File: src/rtl/core/sle_pkg.sv
package sle_pkg;

  localparam int CAPACITY_DEF = 64;

  localparam int KIND_W  = 2;
  localparam int POS_W   = 7;
  localparam int VALUE_W = 32;
  localparam int STAT_W  = 2;
  localparam int COUNT_W = 7;

  // operation codes
  localparam logic [KIND_W-1:0] KIND_INSERT  = 2'd0;
  localparam logic [KIND_W-1:0] KIND_DELETE  = 2'd1;
  localparam logic [KIND_W-1:0] KIND_DEL_ALL = 2'd2;
  localparam logic [KIND_W-1:0] KIND_LIST    = 2'd3;

  // status codes
  localparam logic [STAT_W-1:0] STAT_OK      = 2'd0;
  localparam logic [STAT_W-1:0] STAT_BAD_INS = 2'd1;
  localparam logic [STAT_W-1:0] STAT_BAD_DEL = 2'd2;
  localparam logic [STAT_W-1:0] STAT_FULL    = 2'd3;

  typedef struct packed {
    logic [KIND_W-1:0]         kind;
    logic [POS_W-1:0]          position;
    logic signed [VALUE_W-1:0] value;
  } in_item_t;

  typedef struct packed {
    logic [STAT_W-1:0]         status;
    logic [COUNT_W-1:0]        count;
    logic signed [VALUE_W-1:0] item;
    logic                      last;
  } out_item_t;

endpackage

File: src/rtl/core/sequential_list_engine_unit.sv
// ordered list of up to CAPACITY signed 32-bit entries kept in a simple
// dual-port style memory (one read and one write per cycle, registered read
// data). each input item is one operation and the block takes no new item
// until the operation has put its last result into the output register. an
// error item is accepted and then goes straight to loading its result. for
// insert and delete at position p the shift moves one entry per cycle
// through the memory read port, then the last entry read is written back
// and a drain step follows before the result is loaded. delete-all-equal does
// one memory read per entry. listing reads each entry and then loads it into
// the output register; an empty list goes straight to its result. a stall on
// the output side delays the loading of each result until it is taken.
// the entry memory needs no clearing after reset: only entries below the
// fill count are ever read.
module sequential_list_engine_unit #(
  parameter int CAPACITY = sle_pkg::CAPACITY_DEF
) (
  input  logic               clk,
  input  logic               rst_n,
  input  logic               in_valid,
  output logic               in_ready,
  input  sle_pkg::in_item_t  in_data,
  output logic               out_valid,
  input  logic               out_ready,
  output sle_pkg::out_item_t out_data
);
  import sle_pkg::*;

  localparam int AW = (CAPACITY > 1) ? $clog2(CAPACITY) : 1;
  localparam int CW = $clog2(CAPACITY + 1);

  typedef enum logic [5:0] {
    ST_IDLE    = 6'b000001,
    ST_MOVE    = 6'b000010,
    ST_DRAIN   = 6'b000100,
    ST_DONE    = 6'b001000,
    ST_LIST_RD = 6'b010000,
    ST_LIST_OT = 6'b100000
  } state_t;

  // entry memory
  logic [VALUE_W-1:0] mem [CAPACITY];
  logic               rd_en;
  logic [AW-1:0]      rd_addr;
  logic [VALUE_W-1:0] rd_data_r;
  logic               wr_en;
  logic [AW-1:0]      wr_addr;
  logic [VALUE_W-1:0] wr_data;

  // control
  state_t             state_r, state_nxt;
  logic [CW-1:0]      fill_r, fill_nxt;
  logic [KIND_W-1:0]  op_r, op_nxt;
  logic               ok_r, ok_nxt;
  logic [STAT_W-1:0]  stat_r, stat_nxt;
  logic [CW-1:0]      src_r, src_nxt;     // next memory address to read
  logic [CW-1:0]      cnt_r, cnt_nxt;     // reads still to issue
  logic [CW-1:0]      wptr_r, wptr_nxt;   // compaction write pointer
  logic               wv_r, wv_nxt;       // a read is in flight, write it back
  logic [AW-1:0]      wa_r, wa_nxt;
  logic               out_valid_r, out_valid_nxt;

  // payload
  logic [POS_W-1:0]   pos_r, pos_nxt;
  logic [VALUE_W-1:0] val_r, val_nxt;
  out_item_t          out_r, out_nxt;

  logic               out_free;
  logic [POS_W-1:0]   fill_ext;

  assign in_ready  = (state_r == ST_IDLE);
  assign out_valid = out_valid_r;
  assign out_data  = out_r;
  assign out_free  = !out_valid_r || out_ready;
  assign fill_ext  = POS_W'(fill_r);

  always_ff @(posedge clk) begin
    if (wr_en) begin
      mem[wr_addr] <= wr_data;
    end
    if (rd_en) begin
      rd_data_r <= mem[rd_addr];
    end
  end

  always_comb begin
    state_nxt     = state_r;
    fill_nxt      = fill_r;
    op_nxt        = op_r;
    ok_nxt        = ok_r;
    stat_nxt      = stat_r;
    src_nxt       = src_r;
    cnt_nxt       = cnt_r;
    wptr_nxt      = wptr_r;
    wv_nxt        = wv_r;
    wa_nxt        = wa_r;
    pos_nxt       = pos_r;
    val_nxt       = val_r;
    out_nxt       = out_r;
    out_valid_nxt = out_valid_r && !out_ready;
    rd_en         = 1'b0;
    rd_addr       = src_r[AW-1:0];
    wr_en         = 1'b0;
    wr_addr       = wa_r;
    wr_data       = rd_data_r;

    // write-back of the entry read in the previous cycle
    if (wv_r && (state_r == ST_MOVE || state_r == ST_DRAIN)) begin
      if (op_r == KIND_DEL_ALL) begin
        if (rd_data_r != val_r) begin
          wr_en    = 1'b1;
          wr_addr  = wptr_r[AW-1:0];
          wptr_nxt = wptr_r + 1'b1;
        end
      end else begin
        wr_en = 1'b1;
      end
    end

    unique case (state_r)
      ST_IDLE: begin
        if (in_valid) begin
          op_nxt   = in_data.kind;
          pos_nxt  = in_data.position;
          val_nxt  = in_data.value;
          ok_nxt   = 1'b0;
          stat_nxt = STAT_OK;
          wv_nxt   = 1'b0;
          wptr_nxt = '0;
          unique case (in_data.kind)
            KIND_INSERT: begin
              if (in_data.position > fill_ext) begin
                stat_nxt  = STAT_BAD_INS;
                state_nxt = ST_DONE;
              end else if (fill_r == CW'(CAPACITY)) begin
                stat_nxt  = STAT_FULL;
                state_nxt = ST_DONE;
              end else begin
                // shift entries pos..fill-1 up, highest first
                ok_nxt    = 1'b1;
                src_nxt   = fill_r - 1'b1;
                cnt_nxt   = CW'(fill_ext - in_data.position);
                state_nxt = ST_MOVE;
              end
            end
            KIND_DELETE: begin
              if (in_data.position >= fill_ext) begin
                stat_nxt  = STAT_BAD_DEL;
                state_nxt = ST_DONE;
              end else begin
                // shift entries pos+1..fill-1 down, lowest first
                ok_nxt    = 1'b1;
                src_nxt   = CW'(in_data.position) + 1'b1;
                cnt_nxt   = CW'(fill_ext - in_data.position - 1'b1);
                state_nxt = ST_MOVE;
              end
            end
            KIND_DEL_ALL: begin
              ok_nxt    = 1'b1;
              src_nxt   = '0;
              cnt_nxt   = fill_r;
              state_nxt = ST_MOVE;
            end
            KIND_LIST: begin
              src_nxt = '0;
              cnt_nxt = fill_r;
              if (fill_r == '0) begin
                state_nxt = ST_DONE;
              end else begin
                state_nxt = ST_LIST_RD;
              end
            end
            default: state_nxt = ST_DONE;
          endcase
        end
      end

      ST_MOVE: begin
        if (cnt_r != '0) begin
          rd_en   = 1'b1;
          cnt_nxt = cnt_r - 1'b1;
          wv_nxt  = 1'b1;
          if (op_r == KIND_INSERT) begin
            src_nxt = src_r - 1'b1;
            wa_nxt  = AW'(src_r + 1'b1);
          end else begin
            src_nxt = src_r + 1'b1;
            wa_nxt  = AW'(src_r - 1'b1);
          end
        end else begin
          // the last entry read is written back in this cycle
          wv_nxt    = 1'b0;
          state_nxt = ST_DRAIN;
        end
      end

      ST_DRAIN: begin
        wv_nxt    = 1'b0;
        state_nxt = ST_DONE;
      end

      ST_DONE: begin
        if (out_free) begin
          if (ok_r) begin
            unique case (op_r)
              KIND_INSERT: begin
                wr_en    = 1'b1;
                wr_addr  = pos_r[AW-1:0];
                wr_data  = val_r;
                fill_nxt = fill_r + 1'b1;
              end
              KIND_DELETE:  fill_nxt = fill_r - 1'b1;
              KIND_DEL_ALL: fill_nxt = wptr_r;
              default:      fill_nxt = fill_r;
            endcase
          end
          out_nxt.status = stat_r;
          out_nxt.count  = COUNT_W'(fill_nxt);
          out_nxt.item   = '0;
          out_nxt.last   = 1'b1;
          out_valid_nxt  = 1'b1;
          state_nxt      = ST_IDLE;
        end
      end

      ST_LIST_RD: begin
        rd_en     = 1'b1;
        src_nxt   = src_r + 1'b1;
        cnt_nxt   = cnt_r - 1'b1;
        state_nxt = ST_LIST_OT;
      end

      ST_LIST_OT: begin
        // rd_data_r holds until the next read, so stalls are safe
        if (out_free) begin
          out_nxt.status = STAT_OK;
          out_nxt.count  = COUNT_W'(fill_r);
          out_nxt.item   = rd_data_r;
          out_nxt.last   = (cnt_r == '0);
          out_valid_nxt  = 1'b1;
          state_nxt      = (cnt_r == '0) ? ST_IDLE : ST_LIST_RD;
        end
      end

      default: state_nxt = ST_IDLE;
    endcase
  end

  always_ff @(posedge clk) begin
    if (!rst_n) begin
      state_r     <= ST_IDLE;
      fill_r      <= '0;
      op_r        <= KIND_INSERT;
      ok_r        <= 1'b0;
      stat_r      <= STAT_OK;
      src_r       <= '0;
      cnt_r       <= '0;
      wptr_r      <= '0;
      wv_r        <= 1'b0;
      wa_r        <= '0;
      out_valid_r <= 1'b0;
    end else begin
      state_r     <= state_nxt;
      fill_r      <= fill_nxt;
      op_r        <= op_nxt;
      ok_r        <= ok_nxt;
      stat_r      <= stat_nxt;
      src_r       <= src_nxt;
      cnt_r       <= cnt_nxt;
      wptr_r      <= wptr_nxt;
      wv_r        <= wv_nxt;
      wa_r        <= wa_nxt;
      out_valid_r <= out_valid_nxt;
    end
  end

  always_ff @(posedge clk) begin
    pos_r <= pos_nxt;
    val_r <= val_nxt;
    out_r <= out_nxt;
  end

endmodule
File: config.mk
export PLATFORM = sky130hd
export DESIGN_NAME = sequential_list_engine_unit
export DESIGN_NICKNAME = d
export VERILOG_FILES = /design/src/rtl/core/sle_pkg.sv /design/src/rtl/core/sequential_list_engine_unit.sv
export SDC_FILE = /design/constraint.sdc
export NUM_CORES = 2
export LEC_CHECK = 0
export BUFFER_PORTS_ARGS = -buffer_cell sky130_fd_sc_hd__buf_2
export CORE_MARGIN = 2
export CORE_UTILIZATION = 55
export DETAILED_ROUTE_END_ITERATION = 8
export GPL_TIMING_DRIVEN = 0
export PLACE_DENSITY = 0.74
export SKIP_CTS_REPAIR_TIMING = 1
export SLEW_MARGIN = 25
export SYNTH_ARGS = -nofsm -noshare
export SYNTH_HDL_FRONTEND = slang
export SYNTH_SLANG_ARGS = --single-unit
File: constraint.sdc
create_clock -name clk -period 6.1 [get_ports clk]
set_input_delay 0.61 -clock clk [delete_from_list [all_inputs] [get_ports clk]]
set_output_delay 0.61 -clock clk [all_outputs]
set_load 0.02 [all_outputs]
---- After elaboration in Yosys (flattened, before gate mapping) ----
Memories as Yosys holds them, arrays and structs flattened. A register that Yosys moved wholly into a read port is not among the register bits.
Index checks and enable logic that the tools add are counted.
cells by class
  add/sub/neg operators ................... 9
  $lt $le $gt $ge ......................... 2
  equality and inequality tests ........... 21
  muxes and demuxes ....................... 71
  reductions and logical operators ........ 23
operators with widths
  operator                                                            number
  32-bit two-way mux                                                  4
  7-bit two-way mux                                                   17
  7-bit case mux with 3 select lines                                  5
  42-bit two-way mux                                                  2
  42-bit case mux with 2 select lines                                 1
  6-bit two-way mux                                                   12
  6-bit case mux with 6 select lines                                  1
  32-bit != test                                                      1
  7-bit by 1-bit adder with 7-bit output, second input constant       4
  7-bit by 1-bit subtractor with 7-bit output, second input constant  4
  6-bit case mux with 4 select lines                                  1
  1-bit two-way mux                                                   16
  7-bit zero test                                                     2
  4-bit two-way mux                                                   3
  5-bit two-way mux                                                   2
  3-bit != test, second input constant                                3
  2-bit != test, second input constant                                4
  2-bit AND reduction                                                 4
  7-bit equality test, second input constant                          1
  7-bit greater-or-equal comparator                                   1
  7-bit greater-than comparator                                       1
  7-bit nonzero test                                                  1
  7-bit subtractor                                                    1
  2-bit equality test, second input constant                          3
  22 further kinds                                                    32
storage, ports and cells
  bits in registers ....................... 127
  bits in writable memories ............... 2,048
  input port bits ......................... 45
  output and inout bits ................... 44
  word-level logic and storage cells ...... 144
  memories kept ........................... 1
memory list
  name  depth  width  read ports  clocked after Yosys merged registers in  write ports  line                               text
  mem   64     32     1           1                                        1            sequential_list_engine_unit.sv:41  logic [VALUE_W-1:0] mem [CAPACITY];

---- Longest topological paths before layout ----
  depth after elaboration ................. 10
  gate-level depth with buffers ........... 12
  gate-level depth less buffers ........... 12

---- Worst setup path before layout ----
No wires, ideal clock.
  path type ............................... flip-flop to flip-flop
  start ................................... register state_r[5]
  end ..................................... memory mem[36][0], enable pin
  library setup time ...................... 501 ps
  arrival ................................. 5,677 ps
  data required time ...................... 5,599 ps
  path slack .............................. -78 ps
  stages on the path, launching flop included .. 12
  buffers on the path ..................... 3
  clock period less this slack ............ 6,178 ps
  cells stage by stage .................... dfxtp_1 buf_6 or4_4 a21oi_2 nand3_2 a21oi_4 buf_6 mux2i_1 a21oi_1 or4_1 clkbuf_1 nor4_1
between the ends
  word-level cells in the longest chain between the ends .. 10
  elaborated cells between the ends (all ways) .. 17
  classes of those cells .................. 3 x eq/ne; 12 x mux; 2 x reduce/logical
RTL lines
  what                                                                                                                     line                                text
  start: declaration                                                                                                       sequential_list_engine_unit.sv:50   state_t state_r, state_nxt;
  start signal: assignment                                                                                                 sequential_list_engine_unit.sv:262  state_r <= state_nxt;
  6-bit by 2-bit equality test with 1-bit output / 6-bit by 3-bit equality test with 1-bit output (equally long branches)  sequential_list_engine_unit.sv:107  if (wv_r && (state_r == ST_MOVE || state_r == ST_DRAIN)) begin
  1-bit logical OR                                                                                                         sequential_list_engine_unit.sv:107
  1-bit logical AND                                                                                                        sequential_list_engine_unit.sv:107
  1-bit two-way mux                                                                                                        sequential_list_engine_unit.sv:107
  1-bit two-way mux                                                                                                        sequential_list_engine_unit.sv:204  unique case (op_r)
  1-bit two-way mux                                                                                                        sequential_list_engine_unit.sv:203  if (ok_r) begin
  1-bit two-way mux                                                                                                        sequential_list_engine_unit.sv:202  if (out_free) begin
  1-bit two-way mux                                                                                                        sequential_list_engine_unit.sv:119  unique case (state_r)
  1-bit two-way mux                                                                                                        sequential_list_engine_unit.sv:77   if (wr_en) begin
  1-bit two-way mux (not written as such)                                                                                  sequential_list_engine_unit.sv:78   mem[wr_addr] <= wr_data;
  end: declaration                                                                                                         sequential_list_engine_unit.sv:41
Several ways; a longest one is shown, not always the timed one.

---- Worst setup path in the final report ----
  start ................................... register rd_data_r[31] (read register of mem)
  end ..................................... memory mem[63][19], enable pin
between the ends
  word-level cells in the longest chain between the ends .. 10
  elaborated cells between the ends (all ways) .. 17
  classes of those cells .................. 1 x eq/ne; 16 x mux
RTL lines
  what                                     line                                text
  start: declaration                       sequential_list_engine_unit.sv:44   logic [VALUE_W-1:0] rd_data_r;
  32-bit != test *                         sequential_list_engine_unit.sv:109  if (rd_data_r != val_r) begin
  1-bit two-way mux                        sequential_list_engine_unit.sv:109
  1-bit two-way mux                        sequential_list_engine_unit.sv:108  if (op_r == KIND_DEL_ALL) begin
  1-bit two-way mux                        sequential_list_engine_unit.sv:107
  1-bit two-way mux                        sequential_list_engine_unit.sv:204
  1-bit two-way mux                        sequential_list_engine_unit.sv:203
  1-bit two-way mux                        sequential_list_engine_unit.sv:202
  1-bit two-way mux                        sequential_list_engine_unit.sv:119
  1-bit two-way mux                        sequential_list_engine_unit.sv:77
  1-bit two-way mux (not written as such)  sequential_list_engine_unit.sv:78
Mark *: on every way between the ends. The rest lies on a longest branch, timed or not.

==> results.txt <==
Synth area leader -> edfxtp_1
Largest net degree at the start of global routing -> 65
# setup viols final -> 0
Met2 usage -> 49.1%
Maxcap violations -> 0
Tmin final -> 6.07 ns
Cells taking the most area after synthesis -> edfxtp_1 (75%), mux4_2 (18%), dfxtp_1 (1.1%), nand2_1 (0.74%), clkbuf_1 (0.63%)
Final Hold Fails -> 0
Grt total ovfl -> 0
Required time of the critical path -> 6.62 ns
Synth-to-Final Area Change -> 16.1%
Vias in the first global route -> 44600
Vias/cell -> 6.87
Core box area -> 156000 um^2
Worst Hold Class -> primary input to flop
Worst-Margin Slew -> 1.31 ns
Cell family with most CP delay -> simple AND/OR/NAND/NOR gates
First-pass GRT wire length -> 347000 um
Total wire length -> 250000 um
Slowest-stage cell, CP -> nand4_1
Total CTS buffers -> 204
Cell area after synthesis -> 86000 um^2
Max VDD drop -> 269 uV
Via count -> 44900
Post-synth top area share -> 75.5%
Post-synth ARST share -> 0%
Buf+Inv Stages, Crit Path -> 2
RSZ-0062 raised after global routing -> no
Sink Count -> 2206
Antenna violations before repair -> 27
Clk buf depth -> 3
Post-synth EDFFs -> 2160
Post-Layout Cell Count -> 6542
PwrDens -> 337 nW/um^2
GRT Total Usage -> 31.9%
Post-synth top flop -> edfxtp_1
Max Fanout on Critical Path -> 17
Warnings from Yosys -> 0
Crit-path cells -> xnor2_1 > nand4_1 > nor4_2 > a21oi_4 > mux2_2 > a21o_1 > clkbuf_1 > nand4_1 > nor2_4 > buf_12
Final HPWL DP -> 162000 um
Final nets -> 4375
Mean post-synth cell area -> 22.5 um^2
Most frequent cells in the layout -> edfxtp_1 (2160), mux4_2 (672), clkbuf_16 (213)
Sequential area share after synthesis -> 76.5%
Iteration-0 DRC count of the detailed router -> 7479
Fin Clk Skew -> 0.0463 ns
Netlist cell types -> 66
Layout fillers -> 9701
ANT nets after route -> 0
GR Util met1 -> 40.5%
Post-Syn Instances -> 3825
GRT met3 Usage -> 10.2%
Die H -> 399 um
DP Cell Count -> 6137
Final Max Tran Viols -> 0
Crit share post-route -> 99.4%
Kind of start point of the critical path -> flop
CTS tree -> done
Rows -> 145
Maximum clock rate -> 0.165 GHz
Port Buf Inserts -> 87
Starting Density -> 55.2%
Outcome -> completed
Post-layout util -> 64.1%
Most common cell after layout, fill and taps aside -> edfxtp_1
H-tree depth -> 4
Tot Pwr -> 0.0337 W
Die X -> 399 um
CTS root buffer -> clkbuf_16
Layout cells sized above 1 -> 31.3%
Remaining DRCs -> 0
Leakage power -> 30.6 nW
Synthesized Nets -> 3887
Pre-antenna DRT Iters -> 8
Gpl congestion -> 0.935
Critical path type -> flop to flop
Relative slew margins -> 12.3%
Clock transition at path regs -> 0.06 ns
Crit. End Element -> flop
GRT Max-Usage Layer -> met2
Clock Latency Late Sink -> 0.87 ns
Most frequent CP cell -> nand4_1
Crit path largest cell delay -> 0.97 ns
WL/cell -> 38.3 um
Die ar. -> 159000 um^2
Data arrival, critical path -> 6.58 ns
Worst Hold Slack -> 0.0950 ns
Io pins -> 89
FF+latch count, synth -> 2206
## Yosys cell counts, types with 23 or more instances
cell type,number
a21oi_1,45
and2_1,41
buf_1,56
clkbuf_1,145
dfxtp_1,46
edfxtp_1,2160
inv_1,26
mux4_2,672
nand2_1,169
nand3_1,23
nor2_1,96
o21ai_0,50
xnor2_1,48
## worst paths after layout
kind,from,to,slack [ns],depth (start not counted)
max reg2reg,rd_data_r[31],mem[63][19],0.03,10
max,rd_data_r[31],mem[63][19],0.03,10
min reg2reg,stat_r[1],stat_r[1],0.48,2
min,in_data[35],pos_r[3],0.09,1
## kinds of logic after synthesis
family | count (synthesis) | share of synthesized area (%)
compound gates | 179 | 1.32
xor+xnor | 65 | 0.662
fa+ha+maj | 17 | 0.256
buf+inv | 231 | 1.03
flops | 2206 | 76.5
mux | 681 | 17.7
simple gates | 446 | 2.50
## report_power, final
part | leakage, nW | internal, W | switching [W]
clock | 3.23 | 0.00729 | 0.00559
sequential | 19.8 | 0.0166 | 0.0000822
combinational | 7.59 | 0.00165 | 0.00243
## worst reg2reg max path, stage by stage (launching register included)
cell and delay [ns]:
edfxtp_1 0.56, xnor2_1 0.48, nand4_1 0.52, nor4_2 0.59, a21oi_4 0.13, mux2_2 0.31
a21o_1 0.36, clkbuf_1 0.56, nand4_1 0.97, nor2_4 0.95, buf_12 0.27
## state kept, by name, indices dropped and copies added (netlist names), 7 cells and up
signal,count
val_r,32
rd_data_r,32
out_data,42
wptr_r,7
mem,2048
fill_ext,7
cnt_r,7
## area by class of cell
class | count | area, um^2 | area share (%)
multi-input combinational | 1388 | 20000 | 20.0
tap | 2058 | 2570 | 2.58
buffer | 205 | 878 | 0.880
sequential | 2206 | 65800 | 65.9
clock buffer | 256 | 5500 | 5.51
timing repair buffer | 282 | 3810 | 3.82
antenna | 6 | 15.0 | 0.0150
clock inverter | 115 | 1130 | 1.13
inverter | 26 | 100 | 0.100
## layer usage
layer	part of all wire [%]	vias to the layer above
met5	0.072	-
met4	7.0	28
met3	14	775
met2	47	3727
met1	32	23300
li1	-	17100
## metrics by stage
step,setup TNS [ns],instance area (um^2),setup slack [ns]
2_1_floorplan,0,86000,0.757
3_3_place_gp,-3149.81,89000,-3.20
3_5_place_dp,0,92800,0.384
4_1_cts,0,99500,0.362
5_1_grt,0,99800,0.135
6_report,0,99800,0.0346
(Power assumes the default switching activity.)
